--- src/rtl/rtcpp_pkg.sv ---
`timescale 1ns / 1ps
`default_nettype none
// ----------------------------------------------------------------------------
// RTCP compound packet parser package
// Shared constants and the result word type.
// ----------------------------------------------------------------------------
package rtcpp_pkg;

    localparam int unsigned MAX_PACKETS_DEF = 16;
    localparam int unsigned OFFSET_W        = 18;

    localparam logic [7:0] TYPE_SR   = 8'd200;
    localparam logic [7:0] TYPE_SDES = 8'd202;

    typedef struct packed {
        logic [1:0]  version;
        logic        padding;
        logic [4:0]  report_count;
        logic [7:0]  packet_type;
        logic [15:0] length_words;
        logic [31:0] source_id;
        logic [63:0] ntp_time;
        logic [31:0] media_timestamp;
        logic [31:0] sent_packets;
        logic [31:0] sent_octets;
        logic [7:0]  item_type;
        logic [3:0]  packet_number;
    } result_t;

endpackage
`default_nettype wire

--- src/rtl/rtcpp_ifs.sv ---
`timescale 1ns / 1ps
`default_nettype none
// ----------------------------------------------------------------------------
// RTCP parser channel interfaces
// Byte input channel and per-packet result channel, valid/ready.
// ----------------------------------------------------------------------------
interface rtcpp_byte_if;
    logic       valid;
    logic       ready;
    logic [7:0] data_byte;
    logic       last_byte;

    modport source (output valid, output data_byte, output last_byte, input ready);
    modport sink   (input valid, input data_byte, input last_byte, output ready);
endinterface

interface rtcpp_result_if;
    logic        valid;
    logic        ready;
    logic [1:0]  version;
    logic        padding;
    logic [4:0]  report_count;
    logic [7:0]  packet_type;
    logic [15:0] length_words;
    logic [31:0] source_id;
    logic [63:0] ntp_time;
    logic [31:0] media_timestamp;
    logic [31:0] sent_packets;
    logic [31:0] sent_octets;
    logic [7:0]  item_type;
    logic [3:0]  packet_number;

    modport source (
        output valid, output version, output padding, output report_count,
        output packet_type, output length_words, output source_id, output ntp_time,
        output media_timestamp, output sent_packets, output sent_octets,
        output item_type, output packet_number, input ready
    );
    modport sink (
        input valid, input version, input padding, input report_count,
        input packet_type, input length_words, input source_id, input ntp_time,
        input media_timestamp, input sent_packets, input sent_octets,
        input item_type, input packet_number, output ready
    );
endinterface
`default_nettype wire

--- src/rtl/rtcpp_skid.sv ---
`timescale 1ns / 1ps
`default_nettype none
// ----------------------------------------------------------------------------
// RTCP parser result stage
// Output register plus one skid entry; full only when both are occupied.
// ----------------------------------------------------------------------------
module rtcpp_skid (
    input  wire logic               clk,
    input  wire logic               rst_n,
    input  wire logic               push,
    input  wire rtcpp_pkg::result_t word,
    output logic                    full,
    rtcpp_result_if.source          result
);

    rtcpp_pkg::result_t out_reg;
    rtcpp_pkg::result_t skid_reg;
    logic               out_valid_reg;
    logic               skid_valid_reg;
    logic               pop;

    assign pop  = out_valid_reg && result.ready;
    assign full = skid_valid_reg;

    always_ff @(posedge clk or negedge rst_n)
    begin
        if (!rst_n)
        begin
            out_valid_reg  <= 1'b0;
            skid_valid_reg <= 1'b0;
        end
        else if (skid_valid_reg)
        begin
            if (pop)
            begin
                skid_valid_reg <= 1'b0;
            end
        end
        else if (push)
        begin
            if (!out_valid_reg || pop)
            begin
                out_valid_reg <= 1'b1;
            end
            else
            begin
                skid_valid_reg <= 1'b1;
            end
        end
        else if (pop)
        begin
            out_valid_reg <= 1'b0;
        end
    end

    always_ff @(posedge clk)
    begin
        if (skid_valid_reg)
        begin
            if (pop)
            begin
                out_reg <= skid_reg;
            end
        end
        else if (push)
        begin
            if (!out_valid_reg || pop)
            begin
                out_reg <= word;
            end
            else
            begin
                skid_reg <= word;
            end
        end
    end

    assign result.valid           = out_valid_reg;
    assign result.version         = out_reg.version;
    assign result.padding         = out_reg.padding;
    assign result.report_count    = out_reg.report_count;
    assign result.packet_type     = out_reg.packet_type;
    assign result.length_words    = out_reg.length_words;
    assign result.source_id       = out_reg.source_id;
    assign result.ntp_time        = out_reg.ntp_time;
    assign result.media_timestamp = out_reg.media_timestamp;
    assign result.sent_packets    = out_reg.sent_packets;
    assign result.sent_octets     = out_reg.sent_octets;
    assign result.item_type       = out_reg.item_type;
    assign result.packet_number   = out_reg.packet_number;

endmodule
`default_nettype wire

--- src/rtl/rtcp_compound_packet_parser.sv ---
`timescale 1ns / 1ps
`default_nettype none
// ----------------------------------------------------------------------------
// RTCP compound packet parser
// Byte-serial decode of compound RTCP: header, sender report and SDES fields,
// one result word per packet.
//
//   channel   dir   word contents
//   payload   in    data_byte, last_byte
//   result    out   header fields, SR fields, SDES item type, packet number
//
// One byte accepted per cycle while payload.ready is high; a byte's fields
// land in the state registers at the same edge. A packet's result word is
// loaded then too, into the output register (offered from the next cycle) or,
// if that still holds a word, into the skid entry. payload.ready drops only
// when both are full, after the result side stalls with two packets pending.
// Reset (rst_n, async, active low) clears offset, packet count and all state.
// ----------------------------------------------------------------------------
module rtcp_compound_packet_parser #(
    parameter int unsigned MAX_PACKETS = rtcpp_pkg::MAX_PACKETS_DEF
) (
    input  wire logic       clk,
    input  wire logic       rst_n,
    rtcpp_byte_if.sink      payload,
    rtcpp_result_if.source  result
);

    localparam int unsigned CNT_W = (MAX_PACKETS > 1) ? $clog2(MAX_PACKETS) : 1;
    localparam int unsigned OFF_W = rtcpp_pkg::OFFSET_W;

    logic [OFF_W-1:0] offset_reg,    offset_next;
    logic [31:0]      header_reg,    header_next;
    logic [31:0]      ssrc_reg,      ssrc_next;
    logic [63:0]      ntp_reg,       ntp_next;
    logic [31:0]      rpt_reg [3],   rpt_next [3];
    logic [7:0]       item_reg,      item_next;
    logic [CNT_W-1:0] cnt_reg,       cnt_next;
    logic [31:0]      last_sr_reg,   last_sr_next;
    logic [31:0]      peer_reg,      peer_next;

    logic             accept;
    logic             emit;
    logic             skid_full;
    logic [7:0]       ptype;
    logic             is_sr;
    logic             is_sdes;
    logic [OFF_W:0]   off_inc;
    logic [OFF_W:0]   end_off;
    logic [1:0]       rpt_idx;
    rtcpp_pkg::result_t word;

    function automatic logic [7:0] rpt_sdes_sr(input logic sr);
        rpt_sdes_sr = sr ? rtcpp_pkg::TYPE_SR : rtcpp_pkg::TYPE_SDES;
    endfunction

    assign accept        = payload.valid && payload.ready;
    assign payload.ready = !skid_full;

    always_comb
    begin
        header_next  = (offset_reg == '0) ? '0 : header_reg;
        ssrc_next    = (offset_reg == '0) ? '0 : ssrc_reg;
        ntp_next     = (offset_reg == '0) ? '0 : ntp_reg;
        item_next    = (offset_reg == '0) ? '0 : item_reg;
        for (int i = 0; i < 3; i++)
        begin
            rpt_next[i] = (offset_reg == '0) ? '0 : rpt_reg[i];
        end
        last_sr_next = last_sr_reg;
        peer_next    = peer_reg;
        ptype        = header_reg[23:16];
        is_sr        = (ptype == rpt_sdes_sr(1'b1));
        is_sdes      = (ptype == rpt_sdes_sr(1'b0));
        rpt_idx      = 2'(offset_reg[4:2] - 3'd4);

        if (offset_reg < OFF_W'(4))
        begin
            header_next[8*(2'd3 - offset_reg[1:0]) +: 8] = payload.data_byte;
        end
        else if (offset_reg < OFF_W'(8) && (is_sr || is_sdes))
        begin
            ssrc_next[8*(2'd3 - offset_reg[1:0]) +: 8] = payload.data_byte;
            if (offset_reg == OFF_W'(7) && is_sr)
            begin
                peer_next = ssrc_next;
            end
        end
        else if (is_sr && offset_reg < OFF_W'(16))
        begin
            ntp_next[8*(3'd7 - offset_reg[2:0]) +: 8] = payload.data_byte;
            if (offset_reg == OFF_W'(15))
            begin
                last_sr_next = ntp_next[47:16];
            end
        end
        else if (is_sr && offset_reg < OFF_W'(28))
        begin
            rpt_next[rpt_idx][8*(2'd3 - offset_reg[1:0]) +: 8] = payload.data_byte;
        end
        else if (is_sdes && offset_reg == OFF_W'(8))
        begin
            item_next = payload.data_byte;
        end

        off_inc = {1'b0, offset_reg} + (OFF_W+1)'(1);
        end_off = (OFF_W+1)'({header_next[15:0], 2'b00}) + (OFF_W+1)'(4);
        emit    = payload.last_byte
               || ((offset_reg >= OFF_W'(3)) && (off_inc == end_off));

        offset_next = emit ? '0 : off_inc[OFF_W-1:0];

        cnt_next = cnt_reg;
        if (emit)
        begin
            if (payload.last_byte)
            begin
                cnt_next = '0;
            end
            else if (cnt_reg < CNT_W'(MAX_PACKETS - 1))
            begin
                cnt_next = cnt_reg + CNT_W'(1);
            end
        end
    end

    always_comb
    begin
        word.version         = header_next[31:30];
        word.padding         = header_next[29];
        word.report_count    = header_next[28:24];
        word.packet_type     = header_next[23:16];
        word.length_words    = header_next[15:0];
        word.source_id       = (header_next[23:16] == rtcpp_pkg::TYPE_SR
                             || header_next[23:16] == rtcpp_pkg::TYPE_SDES)
                             ? ssrc_next : '0;
        word.ntp_time        = ntp_next;
        word.media_timestamp = rpt_next[0];
        word.sent_packets    = rpt_next[1];
        word.sent_octets     = rpt_next[2];
        word.item_type       = (header_next[23:16] == rtcpp_pkg::TYPE_SDES)
                             ? item_next : '0;
        word.packet_number   = 4'(cnt_reg);
    end

    always_ff @(posedge clk or negedge rst_n)
    begin
        if (!rst_n)
        begin
            offset_reg  <= '0;
            header_reg  <= '0;
            ssrc_reg    <= '0;
            ntp_reg     <= '0;
            rpt_reg[0]  <= '0;
            rpt_reg[1]  <= '0;
            rpt_reg[2]  <= '0;
            item_reg    <= '0;
            cnt_reg     <= '0;
            last_sr_reg <= '0;
            peer_reg    <= '0;
        end
        else if (accept)
        begin
            offset_reg  <= offset_next;
            header_reg  <= header_next;
            ssrc_reg    <= ssrc_next;
            ntp_reg     <= ntp_next;
            rpt_reg[0]  <= rpt_next[0];
            rpt_reg[1]  <= rpt_next[1];
            rpt_reg[2]  <= rpt_next[2];
            item_reg    <= item_next;
            cnt_reg     <= cnt_next;
            last_sr_reg <= last_sr_next;
            peer_reg    <= peer_next;
        end
    end

    rtcpp_skid u_skid (
        .clk    (clk),
        .rst_n  (rst_n),
        .push   (accept && emit),
        .word   (word),
        .full   (skid_full),
        .result (result)
    );

`ifndef SYNTHESIS
    a_stall_needs_output: assert property (@(posedge clk) disable iff (!rst_n)
        !payload.ready |-> result.valid)
        else $error("input stalled with no result word pending");

    a_end_of_payload: assert property (@(posedge clk) disable iff (!rst_n)
        accept && payload.last_byte |=> (offset_reg == '0) && (cnt_reg == '0))
        else $error("offset or packet count not cleared after last byte");

    a_last_sr: assert property (@(posedge clk) disable iff (!rst_n)
        accept && is_sr && (offset_reg == OFF_W'(15))
        |=> last_sr_reg == ntp_reg[47:16])
        else $error("last-SR value does not match NTP middle bits");

    a_peer_ssrc: assert property (@(posedge clk) disable iff (!rst_n)
        accept && is_sr && (offset_reg == OFF_W'(7)) |=> peer_reg == ssrc_reg)
        else $error("peer SSRC not captured from sender report");
`endif

endmodule
`default_nettype wire

--- src/flat_wrapper.sv ---
// flat-port wrapper written by rule: the top's interface ports become plain ports
module rtcp_compound_packet_parser_flat 
#(
    parameter int unsigned MAX_PACKETS = rtcpp_pkg::MAX_PACKETS_DEF
)
  (clk, rst_n, payload_valid, payload_data_byte, payload_last_byte, payload_ready, result_valid, result_version, result_padding, result_report_count, result_packet_type, result_length_words, result_source_id, result_ntp_time, result_media_timestamp, result_sent_packets, result_sent_octets, result_item_type, result_packet_number, result_ready);
  rtcpp_byte_if payload_i ();
  rtcpp_result_if result_i ();
  input  wire logic clk;
  input  wire logic rst_n;
  input wire logic [$bits(payload_i.valid)-1:0] payload_valid;
  input wire logic [$bits(payload_i.data_byte)-1:0] payload_data_byte;
  input wire logic [$bits(payload_i.last_byte)-1:0] payload_last_byte;
  output wire logic [$bits(payload_i.ready)-1:0] payload_ready;
  output wire logic [$bits(result_i.valid)-1:0] result_valid;
  output wire logic [$bits(result_i.version)-1:0] result_version;
  output wire logic [$bits(result_i.padding)-1:0] result_padding;
  output wire logic [$bits(result_i.report_count)-1:0] result_report_count;
  output wire logic [$bits(result_i.packet_type)-1:0] result_packet_type;
  output wire logic [$bits(result_i.length_words)-1:0] result_length_words;
  output wire logic [$bits(result_i.source_id)-1:0] result_source_id;
  output wire logic [$bits(result_i.ntp_time)-1:0] result_ntp_time;
  output wire logic [$bits(result_i.media_timestamp)-1:0] result_media_timestamp;
  output wire logic [$bits(result_i.sent_packets)-1:0] result_sent_packets;
  output wire logic [$bits(result_i.sent_octets)-1:0] result_sent_octets;
  output wire logic [$bits(result_i.item_type)-1:0] result_item_type;
  output wire logic [$bits(result_i.packet_number)-1:0] result_packet_number;
  input wire logic [$bits(result_i.ready)-1:0] result_ready;
  assign payload_i.valid = payload_valid;
  assign payload_i.data_byte = payload_data_byte;
  assign payload_i.last_byte = payload_last_byte;
  assign payload_ready = payload_i.ready;
  assign result_valid = result_i.valid;
  assign result_version = result_i.version;
  assign result_padding = result_i.padding;
  assign result_report_count = result_i.report_count;
  assign result_packet_type = result_i.packet_type;
  assign result_length_words = result_i.length_words;
  assign result_source_id = result_i.source_id;
  assign result_ntp_time = result_i.ntp_time;
  assign result_media_timestamp = result_i.media_timestamp;
  assign result_sent_packets = result_i.sent_packets;
  assign result_sent_octets = result_i.sent_octets;
  assign result_item_type = result_i.item_type;
  assign result_packet_number = result_i.packet_number;
  assign result_i.ready = result_ready;
  rtcp_compound_packet_parser #(.MAX_PACKETS(MAX_PACKETS)) u_core (.clk(clk), .rst_n(rst_n), .payload(payload_i), .result(result_i));
endmodule
--- config.mk ---
export PLATFORM = sky130hd
export DESIGN_NAME = rtcp_compound_packet_parser_flat
export DESIGN_NICKNAME = d
export VERILOG_FILES = /design/src/rtl/rtcpp_pkg.sv /design/src/rtl/rtcpp_ifs.sv /design/src/rtl/rtcpp_skid.sv /design/src/rtl/rtcp_compound_packet_parser.sv /design/src/flat_wrapper.sv
export SDC_FILE = /design/constraint.sdc
export NUM_CORES = 1
export LEC_CHECK = 0
export ABC_AREA = 1
export BUFFER_PORTS_ARGS = -buffer_cell sky130_fd_sc_hd__buf_2
export CAP_MARGIN = 20
export CORE_MARGIN = 2
export CORE_UTILIZATION = 45
export DETAILED_ROUTE_END_ITERATION = 8
export PLACE_DENSITY = 0.69
export SETUP_SLACK_MARGIN = 0.4
export SYNTH_ARGS = -nofsm -noshare
export SYNTH_HDL_FRONTEND = slang
export SYNTH_SLANG_ARGS = --single-unit
--- constraint.sdc ---
create_clock -name clk -period 17.1 [get_ports clk]
set_clock_uncertainty 0.1 [all_clocks]
set_input_delay 0.855 -clock clk [delete_from_list [all_inputs] [get_ports clk]]
set_output_delay 0.855 -clock clk [all_outputs]
set_load 0.01 [all_outputs]
==> flow_metrics.tcl <==
set metrics [dict create \
    grt_pass1_vias 22500 \
    synthDominantCellAreaShare 0.445 \
    area_growth_syn_to_layout_pct 13.9 \
    crit_path_end_kind "flip-flop" \
    synth_edf_count 472 \
    cts_setup_buffers 0 \
    drtAntennaViolNets 0 \
    dr.first_iter.drc_count 2890 \
    cts_max_path_buffers 3 \
    drive_gt1_frac 0.120 \
    layout.cells.non_filler 4520 \
    worstMarginPinSlew_ps 1120 \
    powerDensity_mw_per_mm2 113 \
    synthArstFlopShare 0.352 \
    grt_util_all_layers 0.238 \
    drc 0 \
    vias_per_cell 5.33 \
    cts_tree "yes" \
    syn_nets 3357 \
    yosysSeqAreaShare 0.647 \
    antenna_found_initial 1 \
    crit_path_start_kind "flip-flop" \
    place_ws_ps 9430 \
    synthCells 3337 \
    die_x_um 270 \
    min_path_type "input port to asynchronous set/reset pin" \
    leakagePower_nw 15.6 \
    fin_setup_tns_ps 0 \
    synth_warnings 0 \
    cp_data_arrival_time_ps 7900 \
    finalSetupViolations 0 \
    ctsHtreeMaxLevel 3 \
    postCtsResizedCells 0 \
    fmax_ghz 0.129 \
    initial_utilization 0.454 \
    n_antenna_cell 0 \
    drv_slew 0 \
    holdWs_ps 125 \
    core_area_mm2 0.0700 \
    synthTopCellsByArea "edfxtp_1, dfrtp_1, nand2_1" \
    max_slew_margin 0.251 \
    syn_avg_cell_area_um2 9.53 \
    wl_mm 88.3 \
    rsz0062_at_grt "no" \
    largest_register_ffs 236 \
    place_inst 4380 \
    rows 97 \
    synth_area_mm2 0.0318 \
    fp.dieH_um 270 \
    ir_drop_mv 0.0665 \
    place_area_mm2 0.0338 \
    drt_first_pass_iters 9 \
    die-area_mm2 0.0728 \
    wire_per_inst_um 19.5 \
    worstPathRequired_ps 17240 \
    io_buffers 250 \
    cts_sinks 728 \
    cts.clk_slew.worst_paths_ps 60 \
    clk_latency_ps 630 \
    grt_pass1_wl_mm 134 \
    fin_ws_ps 9340 \
    period_share 0.454 \
    cts_root_buffer "clkbuf_16" \
    ys_seq_elements 728 \
    ys.flop_type "edfxtp_1" \
    grt_max_degree 163 \
    via_count 24100 \
    cts_hold_buf 0 \
    hold_viol 0 \
    io_pins 251 \
    synth.distinct_cells 45 \
    outcome "complete, no violations" \
    grt_overflow 0 \
    final.min_clock_period_ps 7760 \
    final_area_mm2 0.0362 \
    critPathMaxFanout 77 \
    gp_congestion 0.908 \
    nNetsFinal 3538 \
    numCtsBuffers 76 \
    criticalPathCategory "flip-flop to flip-flop" \
    drv_cap 0 \
    synth_top_area_cell "edfxtp_1" \
    hpwl_mm 57.8 \
]
==> metrics by stage <==
stage,power (mW),util
2_1_floorplan,2.34,-
6_report,4.11,0.518
3_3_place_gp,2.49,0.483
4_1_cts,4.13,0.518
3_5_place_dp,2.50,0.483
5_1_grt,4.24,0.518
==> final cells by class <==
class	count	area (um2)
inverters	225	855
fillers	6323	33800
clock buffers	106	2130
clock inverters	34	325
flip-flops and latches	728	20600
multi-input cells	2217	9760
repair buffers	270	1420
well taps	940	1180
==> cell usage after synthesis (all sizes together), types with 17 or more instances <==
| master | n |
|---|---|
| buf | 44 |
| nor2 | 256 |
| nand3 | 216 |
| o21ai | 313 |
| nand2 | 1255 |
| nor3 | 17 |
| o22ai | 31 |
| a21oi | 28 |
| inv | 222 |
| clkbuf | 123 |
| edfxtp | 472 |
| dfrtp | 256 |
| nand4 | 17 |
==> metal layers <==
metal,share of wire,vias up,global-route usage
met5,0,-,0
met4,0.037,0,0.0930
met3,0.071,177,0.0310
met2,0.46,1014,0.373
met1,0.43,11500,0.339
li1,-,11400,-
==> power by group <==
| group | switching [mW] | leakage (nW) | internal, mW |
|---|---|---|---|
| sequential | 0.0349 | 8.01 | 1.97 |
| clock | 0.692 | 1.20 | 0.950 |
| combinational | 0.365 | 6.42 | 0.0926 |
| total | 1.09 | 15.6 | 3.01 |
==> critical path: stages, from the launching register on <==
cell and delay (ps):
dfrtp_1 630, inv_1 420, ha_1 400, inv_1 110, nor2_1 70, nand3_4 540, buf_4 750, nand3_1 150
nand2_1 230, nand2_1 120, nor2_4 160, nand3_2 150, nor2_2 150, inv_1 50, nand2_1 70, xor2_1 190
nand3_2 140, nand2_4 260, nand2_2 170, a21boi_4 650, buf_4 820, buf_4 820
==> cell usage in the layout, fill, tap and decap left out, types with 6 or more instances in the layout <==
cell | netlist | final
a21oi_1 | 28 | 28
xor2_1 | 13 | 13
clkbuf_16 | 0 | 79
nand3_1 | 212 | 211
clkinv_2 | 0 | 11
nand4_1 | 17 | 17
edfxtp_1 | 472 | 472
inv_1 | 215 | 215
buf_2 | 17 | 249
ha_1 | 7 | 7
o22ai_1 | 31 | 31
o21ai_0 | 309 | 309
dfrtp_1 | 256 | 255
a221oi_1 | 7 | 7
nor3_1 | 14 | 14
mux2_2 | 8 | 8
nand2_2 | 9 | 9
inv_6 | 0 | 6
nor2_1 | 246 | 246
a31oi_1 | 14 | 14
o31ai_1 | 16 | 16
clkbuf_1 | 123 | 22
nor2_4 | 6 | 6
nand2_1 | 1244 | 1243
buf_4 | 1 | 19
clkinv_1 | 3 | 12
==> cells by family after synthesis <==
group,after synthesis,synth area share
buffers and inverters,392,0.0477
flip-flops,728,0.647
XOR/XNOR,14,0.00385
multiplexers,9,0.00315
AND/OR/NAND/NOR,1773,0.226
adder cells (fa/ha/maj),7,0.00275
AO/OA/AOI/OAI,414,0.0694
==> final timing paths <==
check,start,endpoint,slack (ps),cells after the start
setup / recovery,u_core.offset_reg[0],u_core.u_skid.result.media_timestamp[1],9340,21
min in group clk,u_core.ntp_reg[49],u_core.ntp_reg[49],380,2
hold / removal,rst_n,u_core.ssrc_reg[7],120,1
setup reg to reg,u_core.offset_reg[0],u_core.u_skid.result.media_timestamp[1],9340,21
max in group asynchronous,rst_n,u_core.header_reg[2],14640,3
hold reg to reg,u_core.ntp_reg[49],u_core.ntp_reg[49],380,2
Note: power is estimated with default switching activity, not from simulation.
